### config.mk
export PLATFORM = sky130hd
export DESIGN_NAME = fsd_front
export DESIGN_NICKNAME = d
export VERILOG_FILES = /design/src/design/per_source_flood_detector_unit_assert.svh /design/src/design/fsd_pkg.sv /design/src/design/fsd_front.sv
export SDC_FILE = /design/constraint.sdc
export NUM_CORES = 1
export LEC_CHECK = 0
export BUFFER_PORTS_ARGS = -buffer_cell sky130_fd_sc_hd__buf_2
export CAP_MARGIN = 20
export CELL_PAD_IN_SITES_DETAIL_PLACEMENT = 0
export CELL_PAD_IN_SITES_GLOBAL_PLACEMENT = 1
export CORE_MARGIN = 10
export CORE_UTILIZATION = 12
export DETAILED_ROUTE_END_ITERATION = 10
export MAX_ROUTING_LAYER = met4
export PLACE_DENSITY_LB_ADDON = 0.1
export SYNTH_ARGS = -nofsm -noshare
export SYNTH_HDL_FRONTEND = slang
export SYNTH_SLANG_ARGS = --single-unit
### constraint.sdc
create_clock -name vclk -period 2.5
set_clock_uncertainty 0.05 [all_clocks]
set_input_delay 0.375 -clock vclk [all_inputs]
set_output_delay 0.375 -clock vclk [all_outputs]
set_load 0.01 [all_outputs]
### src/design/per_source_flood_detector_unit_assert.svh
// assertion macros shared by the flood detector modules
`ifndef PER_SOURCE_FLOOD_DETECTOR_UNIT_ASSERT_SVH
`define PER_SOURCE_FLOOD_DETECTOR_UNIT_ASSERT_SVH

`ifndef SYNTHESIS
`define FSD_ASSERT_IMP(name, clk, rstn, ante, cons) \
    name: assert property (@(posedge clk) disable iff (!(rstn)) (ante) |-> (cons)) \
        else $error("flood detector check failed");
`define FSD_ASSERT_ALWAYS(name, clk, rstn, cond) \
    name: assert property (@(posedge clk) disable iff (!(rstn)) (cond)) \
        else $error("flood detector check failed");
`else
`define FSD_ASSERT_IMP(name, clk, rstn, ante, cons)
`define FSD_ASSERT_ALWAYS(name, clk, rstn, cond)
`endif

`endif

### src/design/fsd_pkg.sv
package fsd_pkg;

    localparam int TABLE_ENTRIES_DEF = 1024;
    localparam int WINDOW_SLOTS_DEF  = 64;

    localparam logic [15:0] MIN_FRAME_LEN = 16'd34;

    localparam logic [6:0]  THRESHOLD_RST = 7'd50;
    localparam logic [7:0]  WINDOW_RST    = 8'd3;
    localparam logic [15:0] PORT_RST      = 16'd80;

    localparam logic [1:0] CFG_THRESHOLD = 2'd0;
    localparam logic [1:0] CFG_WINDOW    = 2'd1;
    localparam logic [1:0] CFG_PORT      = 2'd2;

    localparam logic [7:0] PROTO_ICMP = 8'd1;
    localparam logic [7:0] PROTO_TCP  = 8'd6;
    localparam logic [7:0] PROTO_UDP  = 8'd17;

    localparam logic [1:0] CLASS_NONE = 2'd0;
    localparam logic [1:0] CLASS_TCP  = 2'd1;
    localparam logic [1:0] CLASS_UDP  = 2'd2;
    localparam logic [1:0] CLASS_ICMP = 2'd3;

    localparam logic [2:0] VERDICT_IGNORED     = 3'd0;
    localparam logic [2:0] VERDICT_UNTRACKED   = 3'd1;
    localparam logic [2:0] VERDICT_BLOCKED     = 3'd2;
    localparam logic [2:0] VERDICT_COUNTED     = 3'd3;
    localparam logic [2:0] VERDICT_NEW_BLOCKED = 3'd4;

    typedef struct packed {
        logic [15:0] frame_len;
        logic [31:0] src_addr;
        logic [7:0]  ip_protocol;
        logic [15:0] dst_port;
        logic [31:0] now_seconds;
    } fsd_in_t;

    typedef struct packed {
        logic [2:0]  verdict;
        logic [1:0]  traffic_class;
        logic [31:0] reported_addr;
        logic [9:0]  entry_slot;
        logic [6:0]  window_count;
        logic        evicted_flag;
    } fsd_out_t;

    typedef struct packed {
        logic [1:0]  traffic_class;
        logic [31:0] addr;
        logic [31:0] now;
    } fsd_work_t;

    typedef enum logic [3:0] {
        ST_IDLE,
        ST_LOOK_RD,
        ST_LOOK_CHK,
        ST_EVICT_RD,
        ST_EVICT_CHK,
        ST_WIN_RD,
        ST_WIN_CHK,
        ST_APPEND,
        ST_UPDATE,
        ST_EMIT
    } fsd_state_t;

endpackage

### src/design/fsd_front.sv
module fsd_front (
    input  fsd_pkg::fsd_in_t   s_data,
    input  logic [15:0]        watched_tcp_port,
    output fsd_pkg::fsd_work_t work
);

    logic [1:0] cls;

    always_comb begin
        cls = fsd_pkg::CLASS_NONE;
        if (s_data.frame_len >= fsd_pkg::MIN_FRAME_LEN) begin
            if (s_data.ip_protocol == fsd_pkg::PROTO_TCP) begin
                if (s_data.dst_port == watched_tcp_port) begin
                    cls = fsd_pkg::CLASS_TCP;
                end
            end else if (s_data.ip_protocol == fsd_pkg::PROTO_UDP) begin
                cls = fsd_pkg::CLASS_UDP;
            end else if (s_data.ip_protocol == fsd_pkg::PROTO_ICMP) begin
                cls = fsd_pkg::CLASS_ICMP;
            end
        end
    end

    assign work.traffic_class = cls;
    assign work.addr          = s_data.src_addr;
    assign work.now           = s_data.now_seconds;

endmodule

* Word level (Yosys, flattened, before mapping) *
Cells that the tools add are included.

storage, ports and cells
  register bits after elaboration = 0

cells by class
  $lt $le $gt $ge = 1
  equality and inequality tests = 4
  multiplexer cells = 5

operators by type and width
  operator             number
  $eq 16x16->1         1
  $ge 16x6->1 const B  1
  $eq 8x1->1 const B   1
  $eq 8x3->1 const B   1
  $eq 8x5->1 const B   1
  $mux 2               4
  $mux 1               1

* Longest topological paths before layout *
  depth in word-level cells = 5
  depth in mapped cells = 5
  depth with buffers taken out = 5

* Worst setup path after synthesis *
No wires, ideal clock.

  path type = input-to-output
  start = input port s_data[49] (netlist bit)
  end = output port work[64] (netlist bit)
  arrival = 1.177 ns
  setup slack = 0.898 ns
  stages on the path = 4
  cells stage by stage = or4b_4 nor2_2 a41oi_1 nor2_2

RTL lines
  item         RTL line        source
  from (decl)  fsd_front.sv:2  input fsd_pkg::fsd_in_t s_data,
  to (decl)    fsd_front.sv:4  output fsd_pkg::fsd_work_t work

==> run summary <==
outcome: finished clean
Peak VDD IR: 0.0307 mV
layout cells sized above 1: 67.0%
vias in the first global route: 643
Achievable Freq: 504 MHz
port bufs: 57
gr ovfl total: 0
register area share after synthesis: 0%
CP required: 2.08 ns
Boundary Pins: 186
core area: 5960 sq um
Startpoint Class: input pin
hpwl dp: 2230 microns
number of cell rows: 28
post-synth top area cell: buf_4
final critical-path required period: 1.99 ns
setup TNS: 0 ns
synthesized area per cell: 7.60 sq um
Fin. Hold Viols: 0
# diodes: 0
top-count cell post-synth: buf_4
Final Wtd Congestion: 0.756
Area Growth Syn to Fin: -13.6%
Max-cap violations: 0
Die ar.: 9750 sq um
sequential cells: 0
DR vias/cell: 3.33
Hold Crit Class: input pin to output port
starting density of the core: 12.5%
Mapped Cells: 98
count of hold-fix buffers inserted at cts: 0
crit path capture type: output port
RSZ-0062 raised after global routing: false
largest cells by area after synthesis: buf_4 65%, xnor2_1 14%, xor2_1 4.7%
top cell type's share of synthesized area: 64.5%
CP Max Fanout: 1
drt initial violations: 1
Pleak: 0.287 nW
post-cts sizing count: 0
Final Cycle Share: 79.4%
post-CTS setup buffers: 0
post-route ant nets: 0
utilization after layout: 10.8%
Clock Buffer Count: 0
WL final: 2320 microns
post-synth cell types: 14
largest net degree at the start of global routing: 3
FF+latch area: 0 sq um
WP data arrival: 1.56 ns
Slew Limit Fails: 0
Post-layout nets: 213
total number of vias: 553
max_slew headroom: 73.0%
Total GRT Usage: 4.20%
final setup vio count: 0
WS Path Type: input pin to output port
PwrDens: 123 nW/um^2
Die Height: 98.8 microns
Post-Syn Area: 744 sq um
most instantiated cells after synthesis: 64 x buf_4, 12 x xnor2_1, 4 x nand4_1, 4 x xor2_1
worst-margin pin slew: 0.402 ns
Net Count, Synth: 218
first-pass GRT wire length: 3340 microns
WL per Instance: 14.0 microns
Pre-antenna DRT Iters: 2
Synth warnings: 0
# DRC: 0
die span in x: 98.8 microns
initial antenna violation count: 0
final timing paths:
check | slack (ns) | startpoint | cells after the start | to
max | 0.51 | watched_tcp_port[8] | 7 | work[64]
min | 0.70 | s_data[14] | 0 | work[14]
through the flow:
stage          instances  cell area (sq um)  total power, mW  hold slack (ns)  worst slack, ns
6_report             166                643           0.0788            0.700            0.515
5_1_grt              166                643           0.0874            0.700            0.378
4_1_cts              166                643           0.0810            0.700            0.468
3_5_place_dp         166                643           0.0809            0.700            0.469
3_3_place_gp         166                643           0.0815            0.700            0.516
2_1_floorplan         98                744            0.134            0.792            0.898
metal layers:
metal  global-route usage [%]  wire (microns)  vias to the layer above
met5                        -               0                        -
met3                     2.37             400                       32
met4                     3.64             186                        0
met2                     7.26            1040                       71
met1                     2.99             692                      208
li1                         -               -                      242
layout by cell type, fill, tap and decap left out, drive strengths merged:
| cell type | n |
|---|---|
| xnor2 | 12 |
| nor3 | 2 |
| nor4 | 3 |
| nand2 | 1 |
| nor2 | 4 |
| nor4b | 1 |
| or4b | 1 |
| nand4 | 4 |
| buf | 57 |
| o41ai | 1 |
| xor2 | 4 |
| a41oi | 1 |
where the power goes:
part           switching, mW  internal, mW  total [mW]
Sequential                 0             0           0
Combinational         0.0289        0.0499      0.0788
Clock                      0             0           0
Total                 0.0289        0.0499      0.0788
logic make-up (layout without fill, tap and decap cells):
| kind of cell | after synthesis | after routing | share of synthesized area (%) |
|---|---|---|---|
| xor+xnor | 16 | 16 | 18.8 |
| compound gates | 2 | 2 | 2.35 |
| simple gates | 16 | 16 | 14.3 |
| buf+inv | 64 | 57 | 64.5 |
area by class of cell:
cell class	instances	area [sq um]
fill	712	5310
timing repair buffer	57	285
multi-input combinational	34	264
tap	75	93.8
critical path, stage by stage:
cell,delay (ns)
buf_2,0.10
xnor2_1,0.14
nand4_1,0.13
nor3_1,0.39
a41oi_1,0.19
nor2_2,0.10
buf_2,0.13
Power figures use the tool's default switching activity.
