$ cat src/design/per_source_flood_detector_unit_assert.svh
// assertion macros shared by the flood detector modules
`ifndef PER_SOURCE_FLOOD_DETECTOR_UNIT_ASSERT_SVH
`define PER_SOURCE_FLOOD_DETECTOR_UNIT_ASSERT_SVH

`ifndef SYNTHESIS
`define FSD_ASSERT_IMP(name, clk, rstn, ante, cons) \
    name: assert property (@(posedge clk) disable iff (!(rstn)) (ante) |-> (cons)) \
        else $error("flood detector check failed");
`define FSD_ASSERT_ALWAYS(name, clk, rstn, cond) \
    name: assert property (@(posedge clk) disable iff (!(rstn)) (cond)) \
        else $error("flood detector check failed");
`else
`define FSD_ASSERT_IMP(name, clk, rstn, ante, cons)
`define FSD_ASSERT_ALWAYS(name, clk, rstn, cond)
`endif

`endif

$ cat src/design/fsd_pkg.sv
package fsd_pkg;

    localparam int TABLE_ENTRIES_DEF = 1024;
    localparam int WINDOW_SLOTS_DEF  = 64;

    localparam logic [15:0] MIN_FRAME_LEN = 16'd34;

    localparam logic [6:0]  THRESHOLD_RST = 7'd50;
    localparam logic [7:0]  WINDOW_RST    = 8'd3;
    localparam logic [15:0] PORT_RST      = 16'd80;

    localparam logic [1:0] CFG_THRESHOLD = 2'd0;
    localparam logic [1:0] CFG_WINDOW    = 2'd1;
    localparam logic [1:0] CFG_PORT      = 2'd2;

    localparam logic [7:0] PROTO_ICMP = 8'd1;
    localparam logic [7:0] PROTO_TCP  = 8'd6;
    localparam logic [7:0] PROTO_UDP  = 8'd17;

    localparam logic [1:0] CLASS_NONE = 2'd0;
    localparam logic [1:0] CLASS_TCP  = 2'd1;
    localparam logic [1:0] CLASS_UDP  = 2'd2;
    localparam logic [1:0] CLASS_ICMP = 2'd3;

    localparam logic [2:0] VERDICT_IGNORED     = 3'd0;
    localparam logic [2:0] VERDICT_UNTRACKED   = 3'd1;
    localparam logic [2:0] VERDICT_BLOCKED     = 3'd2;
    localparam logic [2:0] VERDICT_COUNTED     = 3'd3;
    localparam logic [2:0] VERDICT_NEW_BLOCKED = 3'd4;

    typedef struct packed {
        logic [15:0] frame_len;
        logic [31:0] src_addr;
        logic [7:0]  ip_protocol;
        logic [15:0] dst_port;
        logic [31:0] now_seconds;
    } fsd_in_t;

    typedef struct packed {
        logic [2:0]  verdict;
        logic [1:0]  traffic_class;
        logic [31:0] reported_addr;
        logic [9:0]  entry_slot;
        logic [6:0]  window_count;
        logic        evicted_flag;
    } fsd_out_t;

    typedef struct packed {
        logic [1:0]  traffic_class;
        logic [31:0] addr;
        logic [31:0] now;
    } fsd_work_t;

    typedef enum logic [3:0] {
        ST_IDLE,
        ST_LOOK_RD,
        ST_LOOK_CHK,
        ST_EVICT_RD,
        ST_EVICT_CHK,
        ST_WIN_RD,
        ST_WIN_CHK,
        ST_APPEND,
        ST_UPDATE,
        ST_EMIT
    } fsd_state_t;

endpackage

$ cat src/design/fsd_queue.sv
`include "per_source_flood_detector_unit_assert.svh"

module fsd_queue (
    input  logic               aclk,
    input  logic               aresetn,
    input  logic               in_valid,
    output logic               in_ready,
    input  fsd_pkg::fsd_work_t in_data,
    output logic               out_valid,
    input  logic               out_ready,
    output fsd_pkg::fsd_work_t out_data
);

    fsd_pkg::fsd_work_t mem_reg [2];
    logic       wr_ptr_reg, wr_ptr_next;
    logic       rd_ptr_reg, rd_ptr_next;
    logic [1:0] count_reg, count_next;
    logic       push, pop;

    assign in_ready  = (count_reg != 2'd2);
    assign out_valid = (count_reg != 2'd0);
    assign out_data  = mem_reg[rd_ptr_reg];
    assign push      = in_valid && in_ready;
    assign pop       = out_valid && out_ready;

    always_comb begin
        wr_ptr_next = push ? ~wr_ptr_reg : wr_ptr_reg;
        rd_ptr_next = pop ? ~rd_ptr_reg : rd_ptr_reg;
        count_next  = count_reg;
        if (push && !pop) begin
            count_next = count_reg + 2'd1;
        end else if (pop && !push) begin
            count_next = count_reg - 2'd1;
        end
    end

    always_ff @(posedge aclk) begin
        if (!aresetn) begin
            wr_ptr_reg <= 1'b0;
            rd_ptr_reg <= 1'b0;
            count_reg  <= 2'd0;
        end else begin
            wr_ptr_reg <= wr_ptr_next;
            rd_ptr_reg <= rd_ptr_next;
            count_reg  <= count_next;
        end
    end

    always_ff @(posedge aclk) begin
        if (push) begin
            mem_reg[wr_ptr_reg] <= in_data;
        end
    end

    `FSD_ASSERT_ALWAYS(a_queue_count, aclk, aresetn, count_reg <= 2'd2)

endmodule

$ cat config.mk
export PLATFORM = sky130hd
export DESIGN_NAME = fsd_queue
export DESIGN_NICKNAME = d
export VERILOG_FILES = /design/src/design/fsd_pkg.sv /design/src/design/fsd_queue.sv
export VERILOG_INCLUDE_DIRS = /design/src /design/src/design
export SDC_FILE = /design/constraint.sdc
export NUM_CORES = 1
export LEC_CHECK = 0
export BUFFER_PORTS_ARGS = -buffer_cell sky130_fd_sc_hd__buf_2
export CAP_MARGIN = 5
export CORE_MARGIN = 8
export CORE_UTILIZATION = 47
export CTS_CLUSTER_DIAMETER = 120
export DETAILED_ROUTE_END_ITERATION = 7
export GPL_TIMING_DRIVEN = 0
export PLACE_DENSITY_LB_ADDON = 0.05
export SETUP_SLACK_MARGIN = 0.02
export SLEW_MARGIN = 10
export SYNTH_ARGS = -nofsm -noshare
export SYNTH_HDL_FRONTEND = slang
export SYNTH_SLANG_ARGS = --single-unit
$ cat constraint.sdc
create_clock -name aclk -period 2.7 [get_ports aclk]
set_clock_uncertainty 0.1 [all_clocks]
set_input_delay 0.54 -clock aclk [delete_from_list [all_inputs] [get_ports aclk]]
set_output_delay 0.54 -clock aclk [all_outputs]
set_load 0.1 [all_outputs]
# Word-level counts from Yosys, hierarchy flattened
# Memory sizes are Yosys's and may differ from the RTL's. A register that Yosys moved wholly into a read port is not among the register bits.
# Index checks and enable logic that the tools add are counted.
# classes
bitwise_logic	2
shifts	0
reduce_logical	8
n_div	0
n_eq_ne	1
muxes	6
add_sub_neg	2
multipliers	0
magnitude_cmp	0
# ops
op	count
logical AND 1 bit	4
2-to-1 mux 1 bit	4
2-to-1 mux 2 bit	2
nonzero test 2 bit	2
adder 2 x 1 -> 2 bit, second input constant	1
zero test 1 bit	2
inequality test 2 bit, second input constant	1
NOT 1 bit	2
subtractor 2 x 1 -> 2 bit, second input constant	1
# word_totals
latch_bits	0
memories	1
in_bits	70
wordCells	23
out_inout_bits	68
rom_bits	0
register_bits	4
ram_bits	132
# memory_table
memory	depth	width	read_ports	rd_ports_with_merged_regs	write_ports	line_no	text
mem_reg	2	66	1	1	1	fsd_queue.sv:14	fsd_pkg::fsd_work_t mem_reg [2];

# Logic depth before layout (Yosys ltp)
# depth
word_depth	6
mapped_depth	6
mapped_depth_nobuf	6

# Least setup slack after synthesis
# No wires, ideal clock.
# synth_path
path_kind	register to register
startpoint	reg count_reg[0]
endpoint	mem mem_reg[1][0] (netlist name) (enable)
t_arrival_ns	2.403
path_stages_with_launch	3
path_buffers	0
setup_slack_ns	-0.234
setup_ns	0.432
required_ns	2.168
cell_sequence	dfxtp_1 > nand2b_4 > and3_1
# synth_via
elab_chain_len	4
# synth_rtl
item	line_no	text
from (decl)	fsd_queue.sv:17	logic [1:0] count_reg, count_next;
from (signal assigned)	fsd_queue.sv:45	count_reg <= count_next;
inequality test 2 bit	fsd_queue.sv:20	assign in_ready = (count_reg != 2'd2);
net in_ready	fsd_queue.sv:7	output logic in_ready,
logical AND 1 bit	fsd_queue.sv:23	assign push = in_valid && in_ready;
2-to-1 mux 1 bit	fsd_queue.sv:50	if (push) begin
2-to-1 mux 1 bit (implied by the code)	fsd_queue.sv:51	mem_reg[wr_ptr_reg] <= in_data;
to (decl)	fsd_queue.sv:14	
# The timed path passes the listed nets, and every way through them passes these cells.

==> summary.md <==
| Metric | Value |
|---|---|
| Worst R2R Path Depth | `4` |
| Worst path top cell family by delay | `buffers and inverters` |
| Vias in the first global route | `2873` |
| Slowest stage delay, CP | `0.36 ns` |
| Most used DFF post-synth | `edfxtp_1` |
| Worst Max-Slew Pin Slew | `0.753 ns` |
| Max reg flops | `132` |
| GPL Wtd Cong | `0.686` |
| Post-synthesis cell type count | `21` |
| Initial DRC Count | `91` |
| Total number of vias | `2621` |
| Clock root buffer | `clkbuf_8` |
| CTS max path bufs | `2` |
| Post-Syn Instances | `229` |
| Hold Vio Cnt, Final | `0` |
| GR met1 Demand/Resource | `13.8%` |
| Final Max Slew Viols | `0` |
| Mapped Avg Cell Area | `21.9 um^2` |
| Total GRT Usage | `13.8%` |
| Drt first pass iters | `4` |
| RSZ-0062 raised after global routing | `no` |
| Setup crit start kind | `register` |
| Placed cells | `504` |
| Clk sinks | `137` |
| Synth Register Bits | `137` |
| # DRC | `0` |
| WL/cell | `17.7 um` |
| CTS resizes | `0` |
| Met3 Use GR | `6.66%` |
| Syn_nets | `300` |
| CP max FO | `10` |
| Required @ worst endpoint | `2.06 ns` |
| Post-route ant nets | `0` |
| Max_cap viols | `0` |
| Global-route wire length before repair | `14.7 mm` |
| Starting Density | `48.6%` |
| Share of cells above drive strength 1 | `61.5%` |
| Gr busiest metal | `met2` |
| Outcome | `completed` |
| Hpwl dp | `6.54 mm` |
| Syn Std Cell Area | `5010 um^2` |
| Largest net degree at the start of global routing | `37` |
| CP cell instances | `buf_4 > buf_6 > mux2_2 > buf_2` |
| Post-synthesis sequential area ratio | `81.1%` |
| Synth area leader | `edfxtp_1` |
| Die Span X | `119 um` |
| Largest cells by area after synthesis | `edfxtp_1 (79%), mux2_2 (15%), dfxtp_1 (2.0%)` |
| GRT overflow | `0` |
| Row cnt | `37` |
| CTS tree | `done` |
| Max Clock Freq | `392 MHz` |
| Crit path to | `out_data[54]` |
| Port bufs | `137` |
| Critical register-to-register path endpoint | `mem_reg[0][37]` |
| NumNets Final | `458` |
| Area Growth Syn to Fin | `30.9%` |
| Buffers plus inverters on the worst setup path | `3` |
| M2 GR Usage | `23.4%` |
| Post-CTS Repair Setup Buffers | `0` |
| Max stage delay cell, worst path | `dfxtp_1` |
| Worst hold path class | `primary input to register` |
| Core Box Area | `10300 um^2` |
| Num ports | `138` |
| Crit. End Element | `output port` |
| Worst relative slew slack | `49.7%` |
| Synth async-reset ratio | `0%` |
| Non-filler cells, final | `536` |
| Crit path depth | `4` |
| Post-CTS Hold Fix Bufs | `0` |
| Die Footprint | `14200 um^2` |
| TritonCTS Buffers | `17` |
| Critical path class | `register to output port` |
| Total wire length | `9.51 mm` |
| Post-synth top area share | `79.1%` |
| Ys Warns | `0` |
| R2r startpoint | `count_reg[0]` |
| Inserted Diodes | `0` |
| Worst skew pair latency | `0.50 ns` |
| H-tree Lvls | `4` |
| Clock-pin slew on the worst setup and hold paths | `0.06 ns` |
| WP data arrival | `1.91 ns` |
| Die H | `119 um` |
| Final setup fails | `0` |
| Reg2reg setup slack | `0.57 ns` |
| Via density | `4.89` |
| Min Tclk post-route | `2.55 ns` |
| Initial antenna violation count | `0` |
| Post-synth EDFFs | `132` |
| Ratio of final minimum period to clock period | `94.6%` |
metal layers:
metal | wire (um) | part of all wire (%) | up-vias
met5 | 0 | 0 | -
met1 | 3690 | 39 | 1287
met2 | 4880 | 51 | 90
li1 | - | - | 1229
met3 | 779 | 8.2 | 15
met4 | 155 | 1.6 | 0
synth_stat cells (2+ instances only):
master    number
and2_1         4
buf_2          2
buf_6          4
dfxtp_1        5
edfxtp_1     132
mux2_2        66
xnor2_1        2
kinds of logic after synthesis:
kind of cell               after synthesis  synth area share (%)
muxes                                   66                  14.8
AOI/OAI and AO/OA                        5                 0.699
xor gates and xnor gates                 3                 0.524
buffers and inverters                    8                  1.32
DFF                                    137                  81.1
and+or+nand+nor                          9                  1.30
adders and majority gates                1                 0.250
area by class of cell:
type	count	area, um^2
Inverter	1	7.51
Buffer	7	62.6
Sequential cell	137	4060
Tap cell	136	170
Clock buffer	18	418
Fill cell	773	3760
Clock inverter	14	228
Multi-Input combinational cell	84	887
Timing Repair Buffer	139	726
cell usage in the layout, fill, tap and decap left out, drive strengths merged, types with 4 or more instances in the layout:
| cell | n |
|---|---|
| edfxtp | 132 |
| and2 | 4 |
| clkbuf | 18 |
| dfxtp | 5 |
| mux2 | 66 |
| buf | 146 |
| clkinv | 7 |
| bufinv | 6 |
worst min path at each step:
stage,slack [ns],cells past startpoint,from,to
6_report,0.11,1,in_data[2],mem_reg[0][2]
5_1_grt,0.08,1,in_data[60],mem_reg[1][60]
4_1_cts,0.08,1,in_data[2],mem_reg[1][2]
3_5_place_dp,0.44,2,count_reg[1],count_reg[1]
3_3_place_gp,0.44,2,count_reg[1],count_reg[1]
2_1_floorplan,0.41,2,count_reg[1],count_reg[1]
stage by stage:
stage	instance area (um^2)	setup TNS, ns	hold WS, ns	setup slack, ns	util, %
finish	6560	0	0.115	0.146	63.6
global route	6560	0	0.0791	0.0297	63.6
CTS	6560	0	0.0836	0.0715	63.6
detailed placement	5920	0	0.442	0.377	57.3
global placement	5870	-12.74	0.435	-0.196	56.9
floorplan	5020	0	0.412	0.377	-
Power is left out: the tool's default activity adds up to more than one toggle a clock period on the data nets, which glitch-free logic cannot reach.
